File: config.mk
export PLATFORM = sky130hd
export DESIGN_NAME = unicycle_pose_integrator
export DESIGN_NICKNAME = d
export VERILOG_FILES = /design/src/rtl/upi_pkg.sv /design/src/rtl/upi_cfg.sv /design/src/rtl/upi_cordic.sv /design/src/rtl/upi_dp.sv /design/src/rtl/upi_ctrl.sv /design/src/rtl/unicycle_pose_integrator.sv
export SDC_FILE = /design/constraint.sdc
export NUM_CORES = 2
export LEC_CHECK = 0
export ABC_AREA = 1
export BUFFER_PORTS_ARGS = -buffer_cell sky130_fd_sc_hd__buf_2
export CAP_MARGIN = 20
export CORE_MARGIN = 2
export CORE_UTILIZATION = 35
export DETAILED_ROUTE_END_ITERATION = 8
export GPL_ROUTABILITY_DRIVEN = 0
export GPL_TIMING_DRIVEN = 0
export PLACE_DENSITY = 0.57
export SYNTH_ARGS = -nofsm -noshare
export SYNTH_HDL_FRONTEND = slang
export SYNTH_HIERARCHICAL = 1
export SYNTH_SLANG_ARGS = --single-unit
File: constraint.sdc
create_clock -name aclk -period 10.75 [get_ports aclk]
set_input_delay 0.5375 -clock aclk [delete_from_list [all_inputs] [get_ports aclk]]
set_output_delay 0.5375 -clock aclk [all_outputs]
set_load 0.02 [all_outputs]
File: src/rtl/upi_pkg.sv
`default_nettype none

package upi_pkg;

    // Field widths
    localparam int NOISE_W     = 16;
    localparam int ST_W        = 16;
    localparam int SPEED_W     = 24;
    localparam int TURN_W      = 32;
    localparam int SNS_W       = 23;
    localparam int TNS_W       = 31;
    localparam int OUT_POS_W   = 32;
    localparam int HEAD_W      = 16;
    localparam int ANG_W       = 32;
    localparam int CFG_IDX_W   = 3;
    localparam int CFG_DATA_W  = 32;

    // Register reset values
    localparam logic [ST_W-1:0]           STEP_TIME_RST  = 16'd3277;
    localparam logic signed [SPEED_W-1:0] SPEED_RST      = 24'sd65536;
    localparam logic signed [TURN_W-1:0]  TURN_RATE_RST  = 32'sd68356528;
    localparam logic [SNS_W-1:0]          SNS_RST        = 23'd65536;
    localparam logic [TNS_W-1:0]          TNS_RST        = 31'd20822560;

    // CORDIC
    localparam int CORDIC_ITERS = 30;
    localparam int CORDIC_FRAC  = 30;
    localparam int ITER_W       = 5;
    localparam logic [CORDIC_FRAC-1:0] CORDIC_GAIN_INV = 30'd652032874;

    typedef enum logic [CFG_IDX_W-1:0] {
        REG_STEP_TIME  = 3'd0,
        REG_SPEED      = 3'd1,
        REG_TURN_RATE  = 3'd2,
        REG_SPEED_NSC  = 3'd3,
        REG_TURN_NSC   = 3'd4
    } cfg_reg_t;

    typedef enum logic {
        POSE_TRUE  = 1'b0,
        POSE_NOISY = 1'b1
    } pose_t;

    typedef enum logic [2:0] {
        MUL_NONE,
        MUL_SN,
        MUL_TN,
        MUL_V,
        MUL_W,
        MUL_C,
        MUL_S
    } mul_op_t;

    typedef enum logic [2:0] {
        WB_NONE,
        WB_VN,
        WB_WN,
        WB_D,
        WB_ANG,
        WB_X,
        WB_Y
    } wb_op_t;

    typedef enum logic [3:0] {
        ST_IDLE,
        ST_NS,
        ST_NT,
        ST_NW,
        ST_CLOAD,
        ST_CROT,
        ST_CFIN,
        ST_MD,
        ST_MX,
        ST_MY,
        ST_MEND,
        ST_OUT
    } fsm_state_t;

    typedef struct packed {
        mul_op_t mul;
        wb_op_t  wb;
        pose_t   pose;
        logic    in_load;
        logic    cordic_load;
        logic    cordic_run;
        logic    cordic_fin;
        logic    out_load;
    } ctrl_cmd_t;

    typedef struct packed {
        logic cordic_last;
    } ctrl_status_t;

    // Arctangent of 2^-i in units of 2^-32 turn
    function automatic logic [CORDIC_FRAC-1:0] atan_turn(input logic [ITER_W-1:0] idx);
        logic [CORDIC_FRAC-1:0] r;
        unique case (idx)
            5'd0:  r = 30'd536870912;
            5'd1:  r = 30'd316933406;
            5'd2:  r = 30'd167458907;
            5'd3:  r = 30'd85004756;
            5'd4:  r = 30'd42667331;
            5'd5:  r = 30'd21354465;
            5'd6:  r = 30'd10679838;
            5'd7:  r = 30'd5340245;
            5'd8:  r = 30'd2670163;
            5'd9:  r = 30'd1335087;
            5'd10: r = 30'd667544;
            5'd11: r = 30'd333772;
            5'd12: r = 30'd166886;
            5'd13: r = 30'd83443;
            5'd14: r = 30'd41722;
            5'd15: r = 30'd20861;
            5'd16: r = 30'd10430;
            5'd17: r = 30'd5215;
            5'd18: r = 30'd2608;
            5'd19: r = 30'd1304;
            5'd20: r = 30'd652;
            5'd21: r = 30'd326;
            5'd22: r = 30'd163;
            5'd23: r = 30'd81;
            5'd24: r = 30'd41;
            5'd25: r = 30'd20;
            5'd26: r = 30'd10;
            5'd27: r = 30'd5;
            5'd28: r = 30'd3;
            5'd29: r = 30'd1;
            default: r = '0;
        endcase
        return r;
    endfunction

endpackage

`default_nettype wire

File: src/rtl/upi_cfg.sv
`default_nettype none

module upi_cfg import upi_pkg::*; (
    input  wire logic                         aclk,
    input  wire logic                         aresetn,
    input  wire logic                         cfg_we,
    input  wire logic [CFG_IDX_W-1:0]         cfg_index,
    input  wire logic [CFG_DATA_W-1:0]        cfg_wdata,
    output logic [ST_W-1:0]                   step_time,
    output logic signed [SPEED_W-1:0]         speed,
    output logic signed [TURN_W-1:0]          turn_rate,
    output logic [SNS_W-1:0]                  speed_noise_scale,
    output logic [TNS_W-1:0]                  turn_noise_scale
);

    logic [ST_W-1:0]          step_time_reg;
    logic signed [SPEED_W-1:0] speed_reg;
    logic signed [TURN_W-1:0] turn_rate_reg;
    logic [SNS_W-1:0]         sns_reg;
    logic [TNS_W-1:0]         tns_reg;

    // Unknown indexes drop the write
    always_ff @(posedge aclk) begin
        if (!aresetn) begin
            step_time_reg <= STEP_TIME_RST;
            speed_reg     <= SPEED_RST;
            turn_rate_reg <= TURN_RATE_RST;
            sns_reg       <= SNS_RST;
            tns_reg       <= TNS_RST;
        end else if (cfg_we) begin
            unique case (cfg_index)
                REG_STEP_TIME: step_time_reg <= cfg_wdata[ST_W-1:0];
                REG_SPEED:     speed_reg     <= $signed(cfg_wdata[SPEED_W-1:0]);
                REG_TURN_RATE: turn_rate_reg <= $signed(cfg_wdata[TURN_W-1:0]);
                REG_SPEED_NSC: sns_reg       <= cfg_wdata[SNS_W-1:0];
                REG_TURN_NSC:  tns_reg       <= cfg_wdata[TNS_W-1:0];
                default: ;
            endcase
        end
    end

    assign step_time         = step_time_reg;
    assign speed             = speed_reg;
    assign turn_rate         = turn_rate_reg;
    assign speed_noise_scale = sns_reg;
    assign turn_noise_scale  = tns_reg;

endmodule

`default_nettype wire

File: src/rtl/upi_cordic.sv
`default_nettype none

module upi_cordic import upi_pkg::*; #(
    parameter int SINCOS_BITS = 16
) (
    input  wire logic                           aclk,
    input  wire logic                           aresetn,
    input  wire logic                           load,
    input  wire logic                           run,
    input  wire logic                           fin,
    input  wire logic [ANG_W-1:0]               angle,
    output logic signed [SINCOS_BITS-1:0]       cos_out,
    output logic signed [SINCOS_BITS-1:0]       sin_out,
    output logic                                last
);

    localparam int CW = CORDIC_FRAC + 4;
    localparam int SH = CORDIC_FRAC - (SINCOS_BITS - 1);
    localparam logic signed [CW-1:0] RND   = CW'(64'sd1 <<< (SH - 1));
    localparam logic signed [CW-1:0] S_MAX = CW'((64'sd1 <<< (SINCOS_BITS - 1)) - 64'sd1);
    localparam logic signed [CW-1:0] S_MIN = -S_MAX - CW'(64'sd1);

    logic signed [CW-1:0] x_reg, x_next;
    logic signed [CW-1:0] y_reg, y_next;
    logic signed [CW-1:0] z_reg, z_next;
    logic [1:0]           quad_reg;
    logic [ITER_W-1:0]    iter_reg;
    logic signed [SINCOS_BITS-1:0] cos_reg, sin_reg;

    logic signed [CW-1:0] dx, dy, at;
    logic signed [CW-1:0] xr, yr, xs, ys, cr, sr, cs, ss;

    // One micro-rotation per cycle while run is high
    always_comb begin
        dx = x_reg >>> iter_reg;
        dy = y_reg >>> iter_reg;
        at = $signed({4'b0, atan_turn(iter_reg)});
        if (!z_reg[CW-1]) begin
            x_next = x_reg - dy;
            y_next = y_reg + dx;
            z_next = z_reg - at;
        end else begin
            x_next = x_reg + dy;
            y_next = y_reg - dx;
            z_next = z_reg + at;
        end
    end

    // Round half up, saturate, then fold in the quadrant
    always_comb begin
        xr = (x_reg + RND) >>> SH;
        yr = (y_reg + RND) >>> SH;
        xs = (xr > S_MAX) ? S_MAX : ((xr < S_MIN) ? S_MIN : xr);
        ys = (yr > S_MAX) ? S_MAX : ((yr < S_MIN) ? S_MIN : yr);
        unique case (quad_reg)
            2'd0: begin cr = xs;  sr = ys;  end
            2'd1: begin cr = -ys; sr = xs;  end
            2'd2: begin cr = -xs; sr = -ys; end
            default: begin cr = ys; sr = -xs; end
        endcase
        cs = (cr > S_MAX) ? S_MAX : cr;
        ss = (sr > S_MAX) ? S_MAX : sr;
    end

    always_ff @(posedge aclk) begin
        if (!aresetn) begin
            iter_reg <= '0;
        end else if (load) begin
            iter_reg <= '0;
        end else if (run && !last) begin
            iter_reg <= iter_reg + ITER_W'(1);
        end
    end

    always_ff @(posedge aclk) begin
        if (load) begin
            x_reg    <= $signed({4'b0, CORDIC_GAIN_INV});
            y_reg    <= '0;
            z_reg    <= $signed({4'b0, angle[CORDIC_FRAC-1:0]});
            quad_reg <= angle[ANG_W-1:ANG_W-2];
        end else if (run) begin
            x_reg <= x_next;
            y_reg <= y_next;
            z_reg <= z_next;
        end
        if (fin) begin
            cos_reg <= cs[SINCOS_BITS-1:0];
            sin_reg <= ss[SINCOS_BITS-1:0];
        end
    end

    assign last    = (iter_reg == ITER_W'(CORDIC_ITERS - 1));
    assign cos_out = cos_reg;
    assign sin_out = sin_reg;

endmodule

`default_nettype wire

File: src/rtl/upi_dp.sv
`default_nettype none

module upi_dp import upi_pkg::*; #(
    parameter int SINCOS_BITS   = 16,
    parameter int POSITION_BITS = 32
) (
    input  wire logic                         aclk,
    input  wire logic                         aresetn,
    input  wire ctrl_cmd_t                    cmd,
    output ctrl_status_t                      status,
    input  wire logic signed [NOISE_W-1:0]    speed_noise,
    input  wire logic signed [NOISE_W-1:0]    turn_noise,
    input  wire logic [ST_W-1:0]              step_time,
    input  wire logic signed [SPEED_W-1:0]    speed,
    input  wire logic signed [TURN_W-1:0]     turn_rate,
    input  wire logic [SNS_W-1:0]             speed_noise_scale,
    input  wire logic [TNS_W-1:0]             turn_noise_scale,
    output logic signed [OUT_POS_W-1:0]       true_x,
    output logic signed [OUT_POS_W-1:0]       true_y,
    output logic signed [HEAD_W-1:0]          true_heading,
    output logic signed [OUT_POS_W-1:0]       noisy_x,
    output logic signed [OUT_POS_W-1:0]       noisy_y,
    output logic signed [HEAD_W-1:0]          noisy_heading
);

    localparam int VN_W    = SPEED_W + 1;
    localparam int WN_W    = TURN_W + 1;
    localparam int D_W     = SPEED_W + 1;
    localparam int DX_W    = D_W + 1;
    localparam int MUL_A_W = WN_W;
    localparam int BW      = (SINCOS_BITS > ST_W + 1) ? SINCOS_BITS : ST_W + 1;
    localparam int PW      = MUL_A_W + BW;
    localparam int SUMW    = ((POSITION_BITS > DX_W) ? POSITION_BITS : DX_W) + 1;
    localparam int OW      = (POSITION_BITS > OUT_POS_W) ? POSITION_BITS : OUT_POS_W;

    localparam logic signed [SUMW-1:0] P_MAX = SUMW'((64'sd1 <<< (POSITION_BITS - 1)) - 64'sd1);
    localparam logic signed [SUMW-1:0] P_MIN = -P_MAX - SUMW'(64'sd1);
    localparam logic signed [OW-1:0]   O_MAX = OW'(64'sd2147483647);
    localparam logic signed [OW-1:0]   O_MIN = -O_MAX - OW'(64'sd1);

    logic signed [NOISE_W-1:0]       sn_reg, tn_reg;
    logic signed [VN_W-1:0]          vn_reg;
    logic signed [WN_W-1:0]          wn_reg;
    logic signed [D_W-1:0]           d_reg;
    logic signed [PW-1:0]            prod_reg;
    logic signed [POSITION_BITS-1:0] px_reg [2];
    logic signed [POSITION_BITS-1:0] py_reg [2];
    logic [ANG_W-1:0]                ang_reg [2];

    logic signed [OUT_POS_W-1:0]     tx_reg, ty_reg, nx_reg, ny_reg;
    logic signed [HEAD_W-1:0]        th_reg, nh_reg;

    logic signed [MUL_A_W-1:0]       mul_a;
    logic signed [BW-1:0]            mul_b;
    logic signed [SINCOS_BITS-1:0]   cos_w, sin_w;

    logic signed [PW-1:0]            p15, p16, pc;
    logic signed [DX_W-1:0]          dpos;
    logic signed [SUMW-1:0]          psum, psat;

    function automatic logic signed [OUT_POS_W-1:0] sat_out(
        input logic signed [POSITION_BITS-1:0] v
    );
        logic signed [OW-1:0] e;
        e = OW'(v);
        if (e > O_MAX) begin
            e = O_MAX;
        end else if (e < O_MIN) begin
            e = O_MIN;
        end
        return OUT_POS_W'(e);
    endfunction

    upi_cordic #(
        .SINCOS_BITS (SINCOS_BITS)
    ) u_cordic (
        .aclk    (aclk),
        .aresetn (aresetn),
        .load    (cmd.cordic_load),
        .run     (cmd.cordic_run),
        .fin     (cmd.cordic_fin),
        .angle   (ang_reg[cmd.pose]),
        .cos_out (cos_w),
        .sin_out (sin_w),
        .last    (status.cordic_last)
    );

    // Shared multiplier operand select
    always_comb begin
        mul_a = '0;
        mul_b = '0;
        unique case (cmd.mul)
            MUL_NONE: ;
            MUL_SN: begin
                mul_a = MUL_A_W'($signed({1'b0, speed_noise_scale}));
                mul_b = BW'(sn_reg);
            end
            MUL_TN: begin
                mul_a = MUL_A_W'($signed({1'b0, turn_noise_scale}));
                mul_b = BW'(tn_reg);
            end
            MUL_V: begin
                mul_a = (cmd.pose == POSE_NOISY) ? MUL_A_W'(vn_reg) : MUL_A_W'(speed);
                mul_b = BW'($signed({1'b0, step_time}));
            end
            MUL_W: begin
                mul_a = (cmd.pose == POSE_NOISY) ? MUL_A_W'(wn_reg) : MUL_A_W'(turn_rate);
                mul_b = BW'($signed({1'b0, step_time}));
            end
            MUL_C: begin
                mul_a = MUL_A_W'(d_reg);
                mul_b = BW'(cos_w);
            end
            MUL_S: begin
                mul_a = MUL_A_W'(d_reg);
                mul_b = BW'(sin_w);
            end
            default: ;
        endcase
    end

    // Product shifts and position saturation
    always_comb begin
        p15  = prod_reg >>> 15;
        p16  = prod_reg >>> 16;
        pc   = prod_reg >>> (SINCOS_BITS - 1);
        dpos = DX_W'(pc);
        if (cmd.wb == WB_Y) begin
            psum = SUMW'(py_reg[cmd.pose]) + SUMW'(dpos);
        end else begin
            psum = SUMW'(px_reg[cmd.pose]) + SUMW'(dpos);
        end
        psat = (psum > P_MAX) ? P_MAX : ((psum < P_MIN) ? P_MIN : psum);
    end

    always_ff @(posedge aclk) begin
        prod_reg <= mul_a * mul_b;
        if (cmd.in_load) begin
            sn_reg <= speed_noise;
            tn_reg <= turn_noise;
        end
        if (cmd.wb == WB_VN) begin
            vn_reg <= VN_W'(speed) + VN_W'(p15);
        end
        if (cmd.wb == WB_WN) begin
            wn_reg <= WN_W'(turn_rate) + WN_W'(p15);
        end
        if (cmd.wb == WB_D) begin
            d_reg <= D_W'(p16);
        end
        if (cmd.out_load) begin
            tx_reg <= sat_out(px_reg[POSE_TRUE]);
            ty_reg <= sat_out(py_reg[POSE_TRUE]);
            th_reg <= $signed(ang_reg[POSE_TRUE][ANG_W-1:ANG_W-HEAD_W]);
            nx_reg <= sat_out(px_reg[POSE_NOISY]);
            ny_reg <= sat_out(py_reg[POSE_NOISY]);
            nh_reg <= $signed(ang_reg[POSE_NOISY][ANG_W-1:ANG_W-HEAD_W]);
        end
    end

    // Pose state
    always_ff @(posedge aclk) begin
        if (!aresetn) begin
            for (int i = 0; i < 2; i++) begin
                px_reg[i]  <= '0;
                py_reg[i]  <= '0;
                ang_reg[i] <= '0;
            end
        end else begin
            unique case (cmd.wb)
                WB_ANG:  ang_reg[cmd.pose] <= ang_reg[cmd.pose] + ANG_W'(p16);
                WB_X:    px_reg[cmd.pose]  <= POSITION_BITS'(psat);
                WB_Y:    py_reg[cmd.pose]  <= POSITION_BITS'(psat);
                default: ;
            endcase
        end
    end

    assign true_x        = tx_reg;
    assign true_y        = ty_reg;
    assign true_heading  = th_reg;
    assign noisy_x       = nx_reg;
    assign noisy_y       = ny_reg;
    assign noisy_heading = nh_reg;

endmodule

`default_nettype wire

File: src/rtl/upi_ctrl.sv
`default_nettype none

module upi_ctrl import upi_pkg::*; (
    input  wire logic          aclk,
    input  wire logic          aresetn,
    input  wire logic          s_tvalid,
    output logic               s_tready,
    output logic               m_tvalid,
    input  wire logic          m_tready,
    input  wire ctrl_status_t  status,
    output ctrl_cmd_t          cmd
);

    fsm_state_t state_reg, state_next;
    pose_t      pose_reg, pose_next;
    logic       m_tvalid_reg, m_tvalid_next;

    always_ff @(posedge aclk) begin
        if (!aresetn) begin
            state_reg    <= ST_IDLE;
            pose_reg     <= POSE_TRUE;
            m_tvalid_reg <= 1'b0;
        end else begin
            state_reg    <= state_next;
            pose_reg     <= pose_next;
            m_tvalid_reg <= m_tvalid_next;
        end
    end

    always_comb begin
        state_next    = state_reg;
        pose_next     = pose_reg;
        m_tvalid_next = m_tvalid_reg;
        if (m_tvalid_reg && m_tready) begin
            m_tvalid_next = 1'b0;
        end
        cmd             = '0;
        cmd.mul         = MUL_NONE;
        cmd.wb          = WB_NONE;
        cmd.pose        = pose_reg;
        s_tready        = 1'b0;
        unique case (state_reg)
            ST_IDLE: begin
                s_tready = 1'b1;
                if (s_tvalid) begin
                    cmd.in_load = 1'b1;
                    state_next  = ST_NS;
                end
            end
            ST_NS: begin
                cmd.mul    = MUL_SN;
                state_next = ST_NT;
            end
            ST_NT: begin
                cmd.wb     = WB_VN;
                cmd.mul    = MUL_TN;
                state_next = ST_NW;
            end
            ST_NW: begin
                cmd.wb     = WB_WN;
                state_next = ST_CLOAD;
            end
            ST_CLOAD: begin
                cmd.cordic_load = 1'b1;
                state_next      = ST_CROT;
            end
            ST_CROT: begin
                cmd.cordic_run = 1'b1;
                if (status.cordic_last) begin
                    state_next = ST_CFIN;
                end
            end
            ST_CFIN: begin
                cmd.cordic_fin = 1'b1;
                cmd.mul        = MUL_V;
                state_next     = ST_MD;
            end
            ST_MD: begin
                cmd.wb     = WB_D;
                cmd.mul    = MUL_W;
                state_next = ST_MX;
            end
            ST_MX: begin
                cmd.wb     = WB_ANG;
                cmd.mul    = MUL_C;
                state_next = ST_MY;
            end
            ST_MY: begin
                cmd.wb     = WB_X;
                cmd.mul    = MUL_S;
                state_next = ST_MEND;
            end
            ST_MEND: begin
                cmd.wb = WB_Y;
                if (pose_reg == POSE_TRUE) begin
                    pose_next  = POSE_NOISY;
                    state_next = ST_CLOAD;
                end else begin
                    state_next = ST_OUT;
                end
            end
            ST_OUT: begin
                if (!m_tvalid_reg || m_tready) begin
                    cmd.out_load  = 1'b1;
                    m_tvalid_next = 1'b1;
                    pose_next     = POSE_TRUE;
                    state_next    = ST_IDLE;
                end
            end
            default: begin
                state_next = ST_IDLE;
            end
        endcase
    end

    assign m_tvalid = m_tvalid_reg;

    a_accept_starts: assert property (@(posedge aclk) disable iff (!aresetn)
        (s_tvalid && s_tready) |=> (state_reg == ST_NS))
        else $error("accepted item did not start the sequence");

    a_out_valid: assert property (@(posedge aclk) disable iff (!aresetn)
        cmd.out_load |=> m_tvalid_reg)
        else $error("result loaded without raising valid");

    a_cordic_done: assert property (@(posedge aclk) disable iff (!aresetn)
        (state_reg == ST_CROT && status.cordic_last) |=> (state_reg == ST_CFIN))
        else $error("rotation did not finish on its last step");

    a_idle_pose: assert property (@(posedge aclk) disable iff (!aresetn)
        (state_reg == ST_IDLE) |-> (pose_reg == POSE_TRUE))
        else $error("idle with noisy pose selected");

endmodule

`default_nettype wire

File: src/rtl/unicycle_pose_integrator.sv
// Unicycle pose integrator: dead-reckoning odometry for a true and a noisy pose.
//
// Input channel (s_): one item per tick carries two uniform noise samples.
// Result channel (m_): one item per accepted input, holding both poses after
// the tick (positions saturated to 32 bits, headings as the upper angle bits).
// Configuration: write cfg_wdata into register cfg_index while cfg_we is high;
// only do so while no item is in flight.
//
// The block takes one item at a time: s_tready is high only while idle, and a new
// item is not accepted until the last result has been loaded into the output
// register. The work runs on one shared 30-step CORDIC unit, run once per pose,
// and one shared multiplier that evaluates the ten products of a tick in turn.
//
// Reset (aresetn low, synchronous) zeroes both poses, reloads the register
// defaults and drops m_tvalid. When the receiver stalls, the finished item
// waits in the output register; the block returns to accepting and computing
// the next item and holds that one until the output register frees up.
`default_nettype none

module unicycle_pose_integrator import upi_pkg::*; #(
    parameter int SINCOS_BITS   = 16,
    parameter int POSITION_BITS = 32
) (
    input  wire logic                   aclk,
    input  wire logic                   aresetn,
    input  wire logic                   s_tvalid,
    output logic                        s_tready,
    // speed_noise [15:0], turn_noise [31:16]
    input  wire logic [31:0]            s_tdata,
    output logic                        m_tvalid,
    input  wire logic                   m_tready,
    // true_x [31:0], true_y [63:32], true_heading [79:64],
    // noisy_x [111:80], noisy_y [143:112], noisy_heading [159:144]
    output logic [159:0]                m_tdata,
    input  wire logic                   cfg_we,
    input  wire logic [CFG_IDX_W-1:0]   cfg_index,
    input  wire logic [CFG_DATA_W-1:0]  cfg_wdata
);

    logic [ST_W-1:0]           step_time;
    logic signed [SPEED_W-1:0] speed;
    logic signed [TURN_W-1:0]  turn_rate;
    logic [SNS_W-1:0]          speed_noise_scale;
    logic [TNS_W-1:0]          turn_noise_scale;

    ctrl_cmd_t    cmd;
    ctrl_status_t status;

    logic signed [OUT_POS_W-1:0] true_x, true_y, noisy_x, noisy_y;
    logic signed [HEAD_W-1:0]    true_heading, noisy_heading;

    // Configuration registers
    upi_cfg u_cfg (
        .aclk              (aclk),
        .aresetn           (aresetn),
        .cfg_we            (cfg_we),
        .cfg_index         (cfg_index),
        .cfg_wdata         (cfg_wdata),
        .step_time         (step_time),
        .speed             (speed),
        .turn_rate         (turn_rate),
        .speed_noise_scale (speed_noise_scale),
        .turn_noise_scale  (turn_noise_scale)
    );

    // Sequencer: owns both handshakes and steps the datapath
    upi_ctrl u_ctrl (
        .aclk     (aclk),
        .aresetn  (aresetn),
        .s_tvalid (s_tvalid),
        .s_tready (s_tready),
        .m_tvalid (m_tvalid),
        .m_tready (m_tready),
        .status   (status),
        .cmd      (cmd)
    );

    // Pose state, shared multiplier, CORDIC and output register
    upi_dp #(
        .SINCOS_BITS   (SINCOS_BITS),
        .POSITION_BITS (POSITION_BITS)
    ) u_dp (
        .aclk              (aclk),
        .aresetn           (aresetn),
        .cmd               (cmd),
        .status            (status),
        .speed_noise       ($signed(s_tdata[15:0])),
        .turn_noise        ($signed(s_tdata[31:16])),
        .step_time         (step_time),
        .speed             (speed),
        .turn_rate         (turn_rate),
        .speed_noise_scale (speed_noise_scale),
        .turn_noise_scale  (turn_noise_scale),
        .true_x            (true_x),
        .true_y            (true_y),
        .true_heading      (true_heading),
        .noisy_x           (noisy_x),
        .noisy_y           (noisy_y),
        .noisy_heading     (noisy_heading)
    );

    assign m_tdata = {noisy_heading, noisy_y, noisy_x, true_heading, true_y, true_x};

endmodule

`default_nettype wire

==> metrics.yaml <==
outcome:
  outcome: "finished clean"
worst_setup_path:
  crit_type: "reg2reg"
  crit_fanout: 17
  critPathRequiredTime_ns: 11.38
  slowest_delay_ns: 0.78
  cpMostUsedCell: "fa_1"
  end_kind: "register"
  crit_slowest_cell: "clkbuf_1"
  start_kind: "register"
  worstPathArrival_ns: 10.89
run:
  cap_violations: 0
hold_path:
  hold_class: "in2reg"
sta:
  finalCritPeriodShare: 0.9550
  clock_skew_ns: 0.1005
  drv_slew: 0
  rsz0062_at_grt: "no"
  max_freq_mhz: 97.41
  tightest_slew_ns: 1.217
  max_slew_margin: 0.1835
  hold_viol_final: 0
  fin_crit_ns: 10.27
  finalSetupViolCount: 0
placement:
  numPortBuffers: 233
  hpwl_um: 226700
  dp_cells: 12490
logic_synthesis:
  synth_flop_cell: "edfxtp_1"
  yosysWarnings: 6
  ys_ff_latch: 803
  async_flop_share: 0
  synth.avg_cell_area_um2: 7.569
  synthDistinctLibCells: 73
  yosysSeqAreaShare: 0.2959
  synth_edf_count: 531
  syn-instance-count: 9550
  syn_nets: 10500
  netlist_area_um2: 72280
drt:
  wire_per_inst_um: 22.08
  antenna_left: 0
  vias_per_cell: 5.391
  drc: 0
  drt_wl_total_um: 280300
  firstDrtPassIters: 9
  initialDrtViolationCount: 7773
  via_count: 68450
clocking:
  htreeDepth: 3
  root_buffer: "clkbuf_16"
  clkTransAtPathRegs_ns: 0.06
  cts_made_buffers: 95
  cts_buffer_depth: 3
  post_cts_buffers: 0
  clock_sink_count: 803
  cts_tree: "yes"
  clk_latency_ns: 0.78
final_layout:
  area_growth_pct: 11.46
  fin_util: 0.3930
  finish.net_count: 10860
  final_layout_size_suffix_gt1_frac: 0.07962
  final_cells: 12700
pwr:
  power_density_nw_per_um2: 198.4
  max-vdd-ir-drop_v: 0.0001935
  p_leak_nw: 37.74
floorplan:
  core_area_um2: 205000
  initial_core_util: 0.3526
  io_pins: 234
  die_area_um2: 210200
  die_w_um: 458.5
  die_y_um: 458.5
  num_rows: 166
grt:
  antenna_found_initial: 15
  overflow: 0
  grt_pass1_wl_um: 413300
  grt_use_total: 0.2598
  grt_pass1_vias: 65950
  grt_start_max_net_pins: 38
## worst max-delay path, delay by kind of cell, from the launching register on
family / cells / cell delay [ns]
fa+ha+maj: 7 / 3.45
buf+inv: 7 / 2.22
compound gates: 7 / 2.04
simple gates: 8 / 1.90
flops: 1 / 0.35
xor+xnor: 1 / 0.22
## per-stage QoR
stage	hold slack (ns)	setup WS, ns	power (mW)	TNS [ns]	cell area, um2
6_report	0.04472	0.4839	15.99	0	80570
5_1_grt	0.02443	0.03832	17.01	0	80560
4_1_cts	0.004084	0.06615	15.81	0	80520
3_5_place_dp	0.4395	0.06427	12.46	0	77180
3_3_place_gp	0.4364	-1.166	12.37	-158.59	76810
2_1_floorplan	0.4268	2.320	9.888	0	72280
## Yosys cell counts, types with 22 or more instances
cell / count / area (um2)
a21o_1: 48 / 360.4
a21oi_1: 548 / 2743
a21oi_2: 26 / 227.7
a221oi_1: 36 / 315.3
a31oi_1: 68 / 425.4
buf_1: 55 / 206.5
buf_2: 78 / 390.4
buf_4: 22 / 165.2
clkbuf_1: 300 / 1126
dfxtp_1: 272 / 5445
edfxtp_1: 531 / 15950
fa_1: 528 / 10570
ha_1: 346 / 4329
inv_1: 1347 / 5056
inv_2: 46 / 172.7
nand2_1: 2398 / 9001
nand2_2: 55 / 344.1
nand3_1: 566 / 2833
nand3_2: 28 / 280.3
nand4_1: 48 / 300.3
nor2_1: 999 / 3750
nor2_2: 27 / 168.9
nor3_1: 82 / 410.4
nor4_1: 24 / 150.1
o211ai_1: 51 / 382.9
o21a_1: 23 / 172.7
o21ai_0: 404 / 2022
o21bai_1: 33 / 247.7
o22ai_1: 25 / 156.4
or2_2: 39 / 244.0
xnor2_1: 72 / 630.6
xor2_1: 224 / 1962
## layer usage
| layer | wire (um) | vias to the layer above | track usage | part of all wire |
|---|---|---|---|---|
| li1 | - | 31280 | - | - |
| met1 | 113600 | 33010 | 0.3414 | 0.41 |
| met2 | 125300 | 3477 | 0.4122 | 0.45 |
| met3 | 24780 | 689 | 0.04257 | 0.088 |
| met4 | 16670 | 0 | 0.1327 | 0.059 |
| met5 | 0 | - | 0 | 0 |
## layout by cell type (no fill, tap or decap), types with 36 or more instances in the layout
master	netlist	final
nand4_1	48	48
clkbuf_16	0	96
o211ai_1	51	51
nand2_1	2398	2389
dfxtp_1	272	272
inv_2	46	47
clkbuf_1	300	320
xor2_1	224	224
nand3_1	566	566
ha_1	346	346
nor2_1	999	996
edfxtp_1	531	531
xnor2_1	72	72
inv_1	1347	1346
buf_2	78	311
buf_1	55	55
or2_2	39	39
a21oi_1	548	548
a21o_1	48	48
nand2_2	55	64
nor3_1	82	79
o21ai_0	404	404
fa_1	528	528
a31oi_1	68	68
a221oi_1	36	36
## worst paths after layout
path	startpoint	to	slack, ns	cells past startpoint
worst max-delay path	u_ctrl/state_reg[0]	u_dp/prod_reg[41]	0.48	30
worst min-delay path	s_tdata[6]	u_dp/sn_reg[6]	0.04	1
worst max register to register	u_ctrl/state_reg[0]	u_dp/prod_reg[41]	0.48	30
worst min register to register	u_dp/ang_reg[1][28]	u_dp/noisy_heading[12]	0.44	0
## power breakdown
group          internal [mW]  switching, mW
clock network           1.85           1.43
logic                   2.74           5.93
registers               3.61          0.422
## cell type report
type / instances / area, um2
fillers: 21090 / 124400
multi-input cells: 6869 / 43550
flip-flops and latches: 803 / 21390
inverters: 1404 / 5273
well taps: 2688 / 3363
clock buffers: 124 / 2570
plain buffers: 475 / 2141
repair buffers: 270 / 1648
clock inverters: 53 / 606.8
diodes: 10 / 25.02
## repair_timing
| action | CTS | global route |
|---|---|---|
| setup endpoints to repair | 0 | 12 |
| hold endpoints to repair | 17 | 0 |
| hold buffers | 17 | 0 |
| gates resized for setup | 0 | 4 |
## cell families (layout without fill, tap and decap cells)
logic type | count (synthesis) | in the layout | synth area share
buffers and inverters | 1879 | 2326 | 0.1026
DFF | 803 | 803 | 0.2959
AOI/OAI and AO/OA | 1365 | 1365 | 0.1090
xor gates and xnor gates | 297 | 297 | 0.03609
muxes | 1 | 1 | 0.0001385
adders and majority gates | 874 | 874 | 0.2061
other | 0 | 10 | 0
and+or+nand+nor | 4331 | 4332 | 0.2501
Note: power is estimated with default switching activity, not from simulation.
